$ cat config.mk
export PLATFORM = sky130hd
export DESIGN_NAME = symmetric_kernel_smoother
export DESIGN_NICKNAME = d
export VERILOG_FILES = /design/src/rtl/sks_pkg.sv /design/src/rtl/symmetric_kernel_smoother.sv /design/src/rtl/skm_mac.sv /design/src/rtl/skm_div.sv
export SDC_FILE = /design/constraint.sdc
export NUM_CORES = 2
export LEC_CHECK = 0
export ABC_AREA = 1
export BUFFER_PORTS_ARGS = -buffer_cell sky130_fd_sc_hd__buf_4
export CAP_MARGIN = 20
export CORE_MARGIN = 1.5
export CORE_UTILIZATION = 35
export DETAILED_ROUTE_END_ITERATION = 6
export PLACE_DENSITY = 0.59
export SLEW_MARGIN = 20
export SYNTH_ARGS = -nofsm -noshare
export SYNTH_HDL_FRONTEND = slang
export SYNTH_HIERARCHICAL = 1
export SYNTH_SLANG_ARGS = --single-unit
$ cat constraint.sdc
create_clock -name i_clk -period 8 [get_ports i_clk]
set_clock_uncertainty 0.15 [all_clocks]
set_input_delay 2.4 -clock i_clk [delete_from_list [all_inputs] [get_ports i_clk]]
set_output_delay 2.4 -clock i_clk [all_outputs]
set_load 0.03 [all_outputs]
$ cat src/rtl/sks_pkg.sv
`timescale 1ns / 1ps
// ----------------------------------------------------------------------------
// sks_pkg - shared definitions for the symmetric kernel smoother
// Field widths, register indexes and the control bundle of the MAC unit.
// ----------------------------------------------------------------------------
package sks_pkg;

    localparam int MAX_RADIUS_DEF = 6;   // default largest kernel radius
    localparam int CFG_TAPS       = 7;   // taps reachable through the register map
    localparam int SAMPLE_W       = 16;
    localparam int TAP_W          = 16;
    localparam int RADIUS_W       = 3;
    localparam int CFG_IDX_W      = 3;
    localparam int CFG_DATA_W     = 16;

    localparam logic [CFG_IDX_W-1:0] REG_RADIUS = 3'd0;
    localparam logic [CFG_IDX_W-1:0] REG_TAP0   = 3'd1;

    typedef struct packed {
        logic clear;   // empty the accumulators
        logic en;      // take one sample and weight this cycle
    } t_mac_ctl;

endpackage

$ cat src/rtl/symmetric_kernel_smoother.sv
`timescale 1ns / 1ps
// ----------------------------------------------------------------------------
// symmetric_kernel_smoother - normalised symmetric kernel smoothing
// Weighted window average of a sample stream, window clipped at vector ends.
// ----------------------------------------------------------------------------
// Samples enter on the s_axis channel (tdata = sample, tlast = last of the
// vector); smoothed values leave on m_axis (tdata = value, tuser = zero
// weight flag, tlast = last output of the vector). The user must set radius and
// taps through the write port only while the block is idle; the block itself
// does not enforce this. Each input beat shifts into a 2*MAX_RADIUS+1 deep
// window. An output is due once radius samples lie beyond its centre; tlast
// flushes all outstanding outputs and empties the window.
// Every output takes a pass over all 2*MAX_RADIUS+1 window positions in the
// shared multiply-accumulate unit, the drain and divide-start states, then
// the serial divider, and finally a load of the output register. A zero
// weight sum skips the divider. A beat that yields no output leaves s_axis
// ready for the next beat.
// s_axis tready is low while outputs are being worked on. If m_axis stalls,
// the next result waits in the sequencer until the output register empties.
// Reset clears the window, the pending count, radius (0) and taps (tap 0 at
// 65535, the rest 0).
// ----------------------------------------------------------------------------
module symmetric_kernel_smoother import sks_pkg::*; #(
    parameter int MAX_RADIUS = MAX_RADIUS_DEF
) (
    input  logic                  i_clk,
    input  logic                  i_rst_n,
    input  logic                  i_s_axis_tvalid,
    output logic                  o_s_axis_tready,
    input  logic [15:0]           i_s_axis_tdata,   // [15:0] sample
    input  logic                  i_s_axis_tlast,   // final_sample
    output logic                  o_m_axis_tvalid,
    input  logic                  i_m_axis_tready,
    output logic [15:0]           o_m_axis_tdata,   // [15:0] smoothed
    output logic                  o_m_axis_tuser,   // [0] zero_weight
    output logic                  o_m_axis_tlast,   // end_of_vector
    input  logic                  i_cfg_we,
    input  logic [CFG_IDX_W-1:0]  i_cfg_idx,
    input  logic [CFG_DATA_W-1:0] i_cfg_wdata
);

    localparam int WD = 2 * MAX_RADIUS + 1;
    localparam int NT = MAX_RADIUS + 1;
    localparam int JW = $clog2(WD);
    localparam int TW = $clog2(NT);
    localparam int RW = $clog2(MAX_RADIUS + 1);
    localparam int PW = $clog2(MAX_RADIUS + 2);
    localparam int AW = 32 + $clog2(WD);
    localparam int SW = 16 + $clog2(WD);

    localparam logic [2:0] S_IDLE = 3'd0;
    localparam logic [2:0] S_SCAN = 3'd1;
    localparam logic [2:0] S_DRAIN = 3'd2;
    localparam logic [2:0] S_DIVS = 3'd3;
    localparam logic [2:0] S_DIVW = 3'd4;
    localparam logic [2:0] S_OUT  = 3'd5;

    logic [2:0]                r_state;
    logic [RADIUS_W-1:0]       r_radius;
    logic [TAP_W-1:0]          r_taps [NT];
    logic signed [SAMPLE_W-1:0] r_win [WD];
    logic [WD-1:0]             r_wvalid;
    logic [PW-1:0]             r_fill;
    logic [PW-1:0]             r_pend;
    logic                      r_final;
    logic [JW-1:0]             r_j;
    logic                      r_zero;
    logic                      r_neg;
    logic                      r_m_valid;
    logic [15:0]               r_m_data;
    logic                      r_m_zero;
    logic                      r_m_last;

    logic [RW-1:0]             eff_r;
    logic                      s_acc;
    logic [PW-1:0]             n_pend;
    logic [PW-1:0]             target_in;
    logic [PW-1:0]             target_run;
    logic [JW-1:0]             centre;
    logic [JW-1:0]             tap_dist;
    logic                      in_kernel;
    logic [TAP_W-1:0]          weight;
    t_mac_ctl                  mac_ctl;
    logic signed [AW-1:0]      mac_acc;
    logic [SW-1:0]             mac_wsum;
    logic [AW-1:0]             acc_mag;
    logic                      div_start;
    logic                      div_busy;
    logic                      div_done;
    logic [AW-1:0]             div_quo;
    logic [15:0]               q16;
    logic [15:0]               result;
    logic                      out_free;

    always_comb begin
        if (32'(r_radius) > MAX_RADIUS) begin
            eff_r = RW'(MAX_RADIUS);
        end else begin
            eff_r = RW'(r_radius);
        end
    end

    assign o_s_axis_tready = (r_state == S_IDLE);
    assign s_acc           = i_s_axis_tvalid && o_s_axis_tready;
    assign target_in       = i_s_axis_tlast ? '0 : PW'(eff_r);
    assign target_run      = r_final ? '0 : PW'(eff_r);
    assign n_pend          = r_pend - 1'b1;

    // distance of the scanned position from the centre being smoothed
    assign centre    = JW'(n_pend);
    assign tap_dist  = (r_j >= centre) ? (r_j - centre) : (centre - r_j);
    assign in_kernel = r_wvalid[r_j] && (32'(tap_dist) <= 32'(eff_r));
    assign weight    = in_kernel ? r_taps[tap_dist[TW-1:0]] : '0;

    assign mac_ctl.clear = (r_state == S_IDLE) || (r_state == S_OUT);
    assign mac_ctl.en    = (r_state == S_SCAN);

    skm_mac #(
        .AW (AW),
        .SW (SW)
    ) u_mac (
        .i_clk    (i_clk),
        .i_rst_n  (i_rst_n),
        .i_ctl    (mac_ctl),
        .i_sample (r_win[r_j]),
        .i_weight (weight),
        .o_acc    (mac_acc),
        .o_wsum   (mac_wsum)
    );

    assign acc_mag   = mac_acc[AW-1] ? AW'(-mac_acc) : AW'(mac_acc);
    assign div_start = (r_state == S_DIVS) && (mac_wsum != '0);

    skm_div #(
        .NW (AW),
        .DW (SW)
    ) u_div (
        .i_clk   (i_clk),
        .i_rst_n (i_rst_n),
        .i_start (div_start),
        .i_num   (acc_mag),
        .i_den   (mac_wsum),
        .o_busy  (div_busy),
        .o_done  (div_done),
        .o_quo   (div_quo)
    );

    assign q16      = div_quo[15:0];
    assign result   = r_zero ? 16'd0 : (r_neg ? (~q16 + 16'd1) : q16);
    assign out_free = !r_m_valid || i_m_axis_tready;

    // configuration registers
    always_ff @(posedge i_clk) begin
        if (!i_rst_n) begin
            r_radius <= '0;
            for (int k = 0; k < NT; k++) begin
                r_taps[k] <= (k == 0) ? {TAP_W{1'b1}} : '0;
            end
        end else if (i_cfg_we) begin
            if (i_cfg_idx == REG_RADIUS) begin
                r_radius <= i_cfg_wdata[RADIUS_W-1:0];
            end
            for (int k = 0; k < NT; k++) begin
                if (k < CFG_TAPS && i_cfg_idx == CFG_IDX_W'(REG_TAP0 + k)) begin
                    r_taps[k] <= i_cfg_wdata[TAP_W-1:0];
                end
            end
        end
    end

    // sample window, newest at position 0
    always_ff @(posedge i_clk) begin
        if (!i_rst_n) begin
            for (int k = 0; k < WD; k++) begin
                r_win[k] <= '0;
            end
        end else if (s_acc) begin
            r_win[0] <= $signed(i_s_axis_tdata);
            for (int k = 1; k < WD; k++) begin
                r_win[k] <= r_win[k-1];
            end
        end
    end

    // sequencer
    always_ff @(posedge i_clk) begin
        if (!i_rst_n) begin
            r_state   <= S_IDLE;
            r_wvalid  <= '0;
            r_fill    <= '0;
            r_pend    <= '0;
            r_final   <= 1'b0;
            r_j       <= '0;
            r_m_valid <= 1'b0;
        end else begin
            // the output state loads the register itself
            if (i_m_axis_tready && r_state != S_OUT) begin
                r_m_valid <= 1'b0;
            end
            case (r_state)
                S_IDLE: begin
                    if (s_acc) begin
                        r_wvalid <= {r_wvalid[WD-2:0], 1'b1};
                        r_final  <= i_s_axis_tlast;
                        r_j      <= '0;
                        if (r_fill + 1'b1 > target_in) begin
                            r_pend  <= r_fill + 1'b1;
                            r_state <= S_SCAN;
                        end else begin
                            r_fill <= r_fill + 1'b1;
                        end
                    end
                end
                S_SCAN: begin
                    r_j <= r_j + 1'b1;
                    if (r_j == JW'(WD - 1)) begin
                        r_state <= S_DRAIN;
                    end
                end
                S_DRAIN: begin
                    r_state <= S_DIVS;
                end
                S_DIVS: begin
                    r_zero  <= (mac_wsum == '0);
                    r_neg   <= mac_acc[AW-1];
                    r_state <= (mac_wsum == '0) ? S_OUT : S_DIVW;
                end
                S_DIVW: begin
                    if (div_done) begin
                        r_state <= S_OUT;
                    end
                end
                S_OUT: begin
                    if (out_free) begin
                        r_m_valid <= 1'b1;
                        r_m_data  <= result;
                        r_m_zero  <= r_zero;
                        r_m_last  <= r_final && (r_pend == PW'(1));
                        r_pend    <= n_pend;
                        r_j       <= '0;
                        if (n_pend > target_run) begin
                            r_state <= S_SCAN;
                        end else begin
                            r_fill  <= n_pend;
                            r_state <= S_IDLE;
                            if (r_final) begin
                                r_wvalid <= '0;
                            end
                        end
                    end
                end
                default: begin
                    r_state <= S_IDLE;
                end
            endcase
        end
    end

    assign o_m_axis_tvalid = r_m_valid;
    assign o_m_axis_tdata  = r_m_data;
    assign o_m_axis_tuser  = r_m_zero;
    assign o_m_axis_tlast  = r_m_last;

    a_pend_nonzero: assert property (@(posedge i_clk) disable iff (!i_rst_n)
        (r_state != S_IDLE) |-> (r_pend != '0))
        else $error("pending count empty while working");

    a_fill_bound: assert property (@(posedge i_clk) disable iff (!i_rst_n)
        32'(r_fill) <= MAX_RADIUS)
        else $error("pending count beyond window");

    a_div_state: assert property (@(posedge i_clk) disable iff (!i_rst_n)
        div_busy |-> (r_state == S_DIVW))
        else $error("divider running outside its wait state");

    a_out_load: assert property (@(posedge i_clk) disable iff (!i_rst_n)
        $rose(o_m_axis_tvalid) |-> $past(r_state == S_OUT))
        else $error("output loaded outside the output state");

endmodule

$ cat src/rtl/skm_mac.sv
`timescale 1ns / 1ps
// ----------------------------------------------------------------------------
// skm_mac - shared multiply-accumulate unit
// One signed sample times one unsigned weight per cycle, product registered,
// then summed into a wide accumulator alongside the running weight sum.
// ----------------------------------------------------------------------------
module skm_mac import sks_pkg::*; #(
    parameter int AW = 36,
    parameter int SW = 20
) (
    input  logic                       i_clk,
    input  logic                       i_rst_n,
    input  t_mac_ctl                   i_ctl,
    input  logic signed [SAMPLE_W-1:0] i_sample,
    input  logic        [TAP_W-1:0]    i_weight,
    output logic signed [AW-1:0]       o_acc,
    output logic        [SW-1:0]       o_wsum
);

    logic signed [SAMPLE_W+TAP_W:0] r_prod;
    logic        [TAP_W-1:0]        r_pw;
    logic                           r_pv;
    logic signed [AW-1:0]           r_acc;
    logic        [SW-1:0]           r_wsum;

    always_ff @(posedge i_clk) begin
        r_prod <= i_sample * $signed({1'b0, i_weight});
        r_pw   <= i_weight;
    end

    always_ff @(posedge i_clk) begin
        if (!i_rst_n || i_ctl.clear) begin
            r_pv   <= 1'b0;
            r_acc  <= '0;
            r_wsum <= '0;
        end else begin
            r_pv <= i_ctl.en;
            if (r_pv) begin
                r_acc  <= r_acc + AW'(r_prod);
                r_wsum <= r_wsum + SW'(r_pw);
            end
        end
    end

    assign o_acc  = r_acc;
    assign o_wsum = r_wsum;

endmodule

$ cat src/rtl/skm_div.sv
`timescale 1ns / 1ps
// ----------------------------------------------------------------------------
// skm_div - serial unsigned divider
// Restoring division, one quotient bit per cycle, NW quotient bits per divide.
// ----------------------------------------------------------------------------
module skm_div #(
    parameter int NW = 36,
    parameter int DW = 20
) (
    input  logic          i_clk,
    input  logic          i_rst_n,
    input  logic          i_start,
    input  logic [NW-1:0] i_num,
    input  logic [DW-1:0] i_den,
    output logic          o_busy,
    output logic          o_done,
    output logic [NW-1:0] o_quo
);

    localparam int CW = $clog2(NW + 1);

    logic [CW-1:0] r_cnt;
    logic          r_busy;
    logic          r_done;
    logic [DW-1:0] r_rem;
    logic [NW-1:0] r_num;
    logic [DW-1:0] r_den;
    logic [DW:0]   shifted;
    logic [DW:0]   trial;
    logic          ge;

    assign shifted = {r_rem, r_num[NW-1]};
    assign trial   = shifted - {1'b0, r_den};
    assign ge      = shifted >= {1'b0, r_den};

    always_ff @(posedge i_clk) begin
        if (!i_rst_n) begin
            r_busy <= 1'b0;
            r_done <= 1'b0;
            r_cnt  <= '0;
        end else begin
            r_done <= 1'b0;
            if (i_start && !r_busy) begin
                r_busy <= 1'b1;
                r_cnt  <= CW'(NW);
            end else if (r_busy) begin
                r_cnt <= r_cnt - 1'b1;
                if (r_cnt == CW'(1)) begin
                    r_busy <= 1'b0;
                    r_done <= 1'b1;
                end
            end
        end
    end

    always_ff @(posedge i_clk) begin
        if (i_start && !r_busy) begin
            r_rem <= '0;
            r_num <= i_num;
            r_den <= i_den;
        end else if (r_busy) begin
            // remainder stays below the divisor, so DW bits hold it
            r_rem <= ge ? trial[DW-1:0] : shifted[DW-1:0];
            r_num <= {r_num[NW-2:0], ge};
        end
    end

    assign o_busy = r_busy;
    assign o_done = r_done;
    assign o_quo  = r_num;

endmodule
* Word level (Yosys, flattened, before mapping)
Memory sizes are Yosys's and may differ from the RTL's. A register that Yosys moved wholly into a read port is not among the register bits.
Cells that the tools add are included.
** Word-level totals
- Flip-flop bits (word level) :: 241
- Bits in latches :: 0
- RAM bits :: 320
- Memory bits (read-only) :: 0
- Bits of input ports :: 41
- Output and inout port bits :: 20
- Word-level logic and storage cells :: 223
- Memories :: 2
** Memory list
- r_win :: depth 13, bits a word 16, rd ports 13, clocked after memory_dff 1, wr ports 13, RTL line symmetric_kernel_smoother.sv:61 : logic signed [SAMPLE_W-1:0] r_win [WD];
- r_taps :: depth 7, bits a word 16, rd ports 1, clocked after memory_dff 0, wr ports 7, RTL line symmetric_kernel_smoother.sv:60 : logic [TAP_W-1:0] r_taps [NT];
** Cells by class
- Add/subtract/negate cells :: 11
- Multiply operators :: 1
- Divide/modulo/power cells :: 0
- Order comparisons :: 7
- Eq/ne operators :: 24
- Shift operators :: 0
- Multiplexer cells :: 100
- Bitwise gates (word level) :: 23
- Reduce and logical (&&, ||, !) cells :: 30
** Operator list (number)
- two-way mux 16 bit :: 22
- two-way mux 36 bit :: 3
- two-way mux 13 bit :: 4
- two-way mux 3 bit :: 15
- two-way mux 1 bit :: 42
- adder 36 x 33 -> 36 bit :: 1
- negator 36 bit :: 1
- multiplier 16 x 17 -> 33 bit :: 1
- case mux 13 bit (2 select lines) :: 1
- >= comparator 21 x 20 -> 1 bit :: 1
- adder 20 x 16 -> 20 bit :: 1
- logical NOT 20 bit :: 1
- two-way mux 20 bit :: 1
- two-way mux 4 bit :: 5
- OR 1 bit :: 20
- nonzero test 20 bit :: 1
- subtractor 20 bit :: 1
- equality test 3 bit, second input constant :: 6
- case mux 3 bit (6 select lines) :: 1
- adder 16 x 1 -> 16 bit, second input constant :: 1
- NOT 16 bit :: 1
- AND reduction 5 bit :: 3
- equality test 3 x 2 -> 1 bit, second input constant :: 4
- two-way mux 6 bit :: 2
- other kinds (32) :: 57

* Depth between registers and ports, before layout
- Depth in word-level cells :: 7
- Mapped depth :: 48

* Hierarchy
The synthesis kept the hierarchy.
** By module, submodules not included
- symmetric_kernel_smoother :: instances 1, cells an instance 2136, area an instance 19406.1 um^2
- skm_mac :: instances 1, cells an instance 2225, area an instance 15683.8 um^2
- skm_div :: instances 1, cells an instance 633, area an instance 4982.3 um^2

* Worst setup path before layout
No wires, ideal clock.
- Path type :: reg2reg
- Start :: register r_pend[0]
- End :: register u_mac.r_prod[31]
- Arrival time :: 8.148 ns
- Setup slack :: -0.415 ns
- Stages on the path, launching flop included :: 44
- Cell sequence :: dfxtp_1 inv_1 ha_1 inv_1 ha_1 ha_1 inv_1 nand2_4 nand2_4 nand4_2 nand2_8 inv_6 buf_8 ha_1 inv_1 nor2_1 o21ai_0 nand3_2 [... 8 more ...] inv_1 fa_1 inv_1 fa_1 fa_1 inv_1 fa_1 inv_1 ha_1 a21o_1 a21oi_1 nand2_1 nand2_1 nand3_1 nand2_1 inv_1 o21ai_1 nand2_1
** On the way
- Longest elaborated chain between the ends :: 7
** RTL lines
- start: declaration :: RTL line symmetric_kernel_smoother.sv:64 : logic [PW-1:0] r_pend;
- start signal: assignment :: RTL line symmetric_kernel_smoother.sv:207 : r_pend <= r_fill + 1'b1;
- start signal: assignment :: RTL line symmetric_kernel_smoother.sv:239 : r_pend <= n_pend;
- subtractor 3 x 1 -> 3 bit * :: RTL line symmetric_kernel_smoother.sv:107 : assign n_pend = r_pend - 1'b1;
- subtractor 3 x 4 -> 4 bit (tied with other cells) :: RTL line symmetric_kernel_smoother.sv:111 : assign tap_dist = (r_j >= centre) ? (r_j - centre) : (centre - r_j);
- two-way mux 4 bit * :: RTL line symmetric_kernel_smoother.sv:111
- less-or-equal comparator 4 x 3 -> 1 bit :: RTL line symmetric_kernel_smoother.sv:112 : assign in_kernel = r_wvalid[r_j] && (32'(tap_dist) <= 32'(eff_r));
- logical AND 1 bit :: RTL line symmetric_kernel_smoother.sv:112
- two-way mux 16 bit * :: RTL line symmetric_kernel_smoother.sv:113 : assign weight = in_kernel ? r_taps[tap_dist[TW-1:0]] : '0;
- named net weight[5] :: RTL line symmetric_kernel_smoother.sv:82 : logic [TAP_W-1:0] weight;
- multiplier 16 x 17 -> 33 bit * :: RTL line skm_mac.sv:27 : r_prod <= i_sample * $signed({1'b0, i_weight});
- end signal: assignment :: RTL line skm_mac.sv:27
- end: declaration :: RTL line skm_mac.sv:20 : logic signed [SAMPLE_W+TAP_W:0] r_prod;
Mark *: on every way through the listed nets, which the timed path passes. The rest lies on a longest branch.
A chain may end at the register's enable or synchronous reset.

* Final worst setup path
- Start :: register r_pend[0]
- End :: register u_mac.r_prod[30]
The elaborated chain is that of the path after synthesis.

==> impl_metrics.yaml <==
route:
  vias: 31310
  ant_nets: 0
  drc: 0
  viasPerCell: 4.731
  routed_wl_um: 95730
  drt_iter0_markers: 2192
  wl_per_cell_um: 14.47
  dr.pass1.iters: 6
logic_synthesis:
  synth_area_mm2: 0.04007
  ys_warn_count: 6
  ys_ff_latch: 565
  ys_types: 62
  synth_enable_flop_cells: 396
  ys.flop_type: "edfxtp_1"
  synthCells: 4994
  avgSynthCellArea_um2: 8.024
  ys_seq_area_share_pct: 38.12
  synth_fp_nets: 5448
  async_flop_share_pct: 0
hold_path:
  whs_path_depth: 2
  hold_class: "reg2reg"
clock_tree:
  clkLatencyLatePin_ns: 0.63
  cts_tree: "built"
  clk_pin_slew_ns: 0.06
  numCtsBuffers: 67
  cts.htree.levels: 3
  cts-root-buf: "clkbuf_16"
  cts_sinks: 565
  cts.path.max_buffers: 3
cells_and_area:
  final_common_cell: "nand2_1"
  fin_nets: 5524
  regArea_mm2: 0.01528
  fin_cells: 6618
  syn_to_final_growth_pct: 13.70
  num-fill-cells: 11490
  drive_above_1_share_pct: 11.98
  fin_util_pct: 40.33
  antenna_cells: 0
  final_cell_mix: "nand2_1, inv_1, nor2_1, edfxtp_1, nand3_1"
  multiInputGateArea_mm2: 0.02089
setup_path:
  worstSetupPathType: "reg2reg"
  crit_arrival_ns: 8.06
  cp-end-kind: "flip-flop"
  worst_path_largest_cell_delay_ns: 0.55
  start_kind: "flip-flop"
  critPathSlowestCell: "fa_1"
  r2r_cells: 42
  crit_top_cell: "fa_1"
  critical_path.max_fanout: 6
  critical_path_required_ns: 8.36
run:
  maxCapViolCount: 0
global_route:
  grt_pass1_vias: 30770
  grt.overflow.total: 0
  antenna_found_initial: 0
  grt_pass1_wl_um: 156100
  grt_max_degree: 163
  grt_usage_pct: 16.31
power_and_ir_drop:
  powerDensity_mw_per_mm2: 357.0
  p_leak_nw: 22.23
  vdd_drop_max_mv: 0.2958
die:
  io_pins: 61
  dieArea_mm2: 0.1165
  core_mm2: 0.1130
  fp.dieW_um: 341.4
  die_h_um: 341.4
  start_util_pct: 35.47
  rows: 123
timing:
  slew_headroom_pct: 25.69
  fmax_mhz: 129.8
  drv_slew: 0
  finalCriticalPeriod_ns: 7.705
  rsz0062_at_grt: "yes"
  finalSetupViolCount: 0
  worstMarginPinSlew_ns: 1.107
  hold_viol_final: 0
  period_share_pct: 96.31
place:
  routabilityCongestion: 0.9250
  dpl.cell_count: 6479
  port_buffers: 60
  hpwlAfterDp_um: 69110
outcome:
  status: "finished, final reports clean"
==> flip-flops by register name, summed over array words and instances, names as in the netlist, 20 cells and up, named ones only <==
| name | flops |
|---|---|
| u_mac/o_acc | 36 |
| r_taps | 112 |
| u_div/o_quo | 36 |
| u_mac/o_wsum | 20 |
| r_win | 208 |
| u_mac/r_prod | 33 |
| u_div/r_rem | 20 |
| u_div/r_den | 20 |
==> power by group <==
| part | leakage (nW) | total, mW | switching, mW | internal, mW |
|---|---|---|---|---|
| Combinational | 15.8 | 9.17 | 5.71 | 3.46 |
| Clock | 1.08 | 3.13 | 1.27 | 1.86 |
| Sequential | 5.36 | 3.96 | 0.254 | 3.71 |
==> worst max-delay path: cells and delay by family (launching register included) <==
| family | cells | cell delay [ns] |
|---|---|---|
| simple gates | 17 | 1.68 |
| flops | 1 | 0.33 |
| compound gates | 2 | 0.30 |
| buf+inv | 12 | 1.00 |
| fa+ha+maj | 11 | 4.12 |
==> kinds of logic after synthesis <==
logic type,synth area share (%)
adder cells (fa/ha/maj),16.60
multiplexers,1.340
flip-flops,38.12
AO/OA/AOI/OAI,7.644
AND/OR/NAND/NOR,22.88
buffers and inverters,11.38
XOR/XNOR,2.033
==> layer usage <==
layer	vias up	GRT usage (%)	part of all wire, %
li1	15830	-	-
met1	14720	21.35	45
met2	609	28.28	48
met3	146	1.994	4.1
met4	0	4.435	2.5
met5	-	0	0
==> stage by stage <==
stage | total power, mW | cell area, um2 | TNS, ns | hold WS [ns] | worst slack [ns]
global placement | 12.17 | 42490 | 0 | 0.3048 | 0.02095
global route | 17.58 | 45560 | -0.2047 | 0.3421 | -0.06551
detailed placement | 12.27 | 42490 | -0.3555 | 0.3109 | -0.1329
CTS | 15.56 | 44800 | 0 | 0.3217 | 0.0007052
floorplan | 9.833 | 40130 | -0.01434 | 0.2905 | -0.01434
finish | 16.27 | 45560 | 0 | 0.3220 | 0.2951
==> path summary, 6_finish.rpt <==
path	start	to	slack, ns
worst max-delay path	r_pend[0]	u_mac/r_prod[30]	0.30
worst min-delay path	u_div/r_rem[9]	u_div/r_rem[9]	0.32
worst max register to register	r_pend[0]	u_mac/r_prod[30]	0.30
worst min register to register	u_div/r_rem[9]	u_div/r_rem[9]	0.32
==> cells in the mapped netlist, types with 5 or more instances <==
library cell | n | area share [%]
clkbuf_1 | 120 | 1.1
buf_4 | 5 | 0.094
fa_1 | 198 | 9.9
nand2_2 | 43 | 0.67
a21o_1 | 8 | 0.15
nand2_1 | 1075 | 10
buf_2 | 32 | 0.40
o211ai_1 | 9 | 0.17
a21oi_1 | 233 | 2.9
nor2_2 | 10 | 0.16
o21bai_1 | 9 | 0.17
xnor2_1 | 30 | 0.66
nor3_1 | 31 | 0.39
a31oi_1 | 6 | 0.094
o21ai_0 | 234 | 2.9
or2_2 | 9 | 0.14
ha_1 | 215 | 6.7
inv_1 | 950 | 8.9
nand3_2 | 30 | 0.75
edfxtp_1 | 396 | 30
buf_1 | 15 | 0.14
o21ai_2 | 5 | 0.11
xor2_1 | 63 | 1.4
nand3_1 | 256 | 3.2
nor2_1 | 607 | 5.7
mux2_2 | 45 | 1.3
nand2_4 | 7 | 0.20
inv_2 | 15 | 0.14
nand4_1 | 33 | 0.52
a21oi_2 | 14 | 0.31
nand3b_1 | 16 | 0.30
o22ai_1 | 17 | 0.27
buf_6 | 9 | 0.25
o21ai_1 | 26 | 0.32
dfxtp_1 | 169 | 8.4
==> area by class of cell <==
class | count | area share [%]
clock buffers | 86 | 4.020
clock inverters | 31 | 0.8953
inverters | 970 | 8.019
multi-input cells | 3271 | 45.84
flip-flops and latches | 565 | 33.54
well taps | 1500 | 4.119
repair buffers | 195 | 3.565
==> repair_timing <==
| item | in CTS | in global routing |
|---|---|---|
| pin swaps | 6 | 63 |
| hold buffers | 0 | 0 |
| gates cloned | 0 | 4 |
| buffers inserted | 1 | 16 |
| endpoints found under the setup margin | 10 | 22 |
| gates resized for setup | 14 | 160 |
Note: power is estimated with default switching activity, not from simulation.
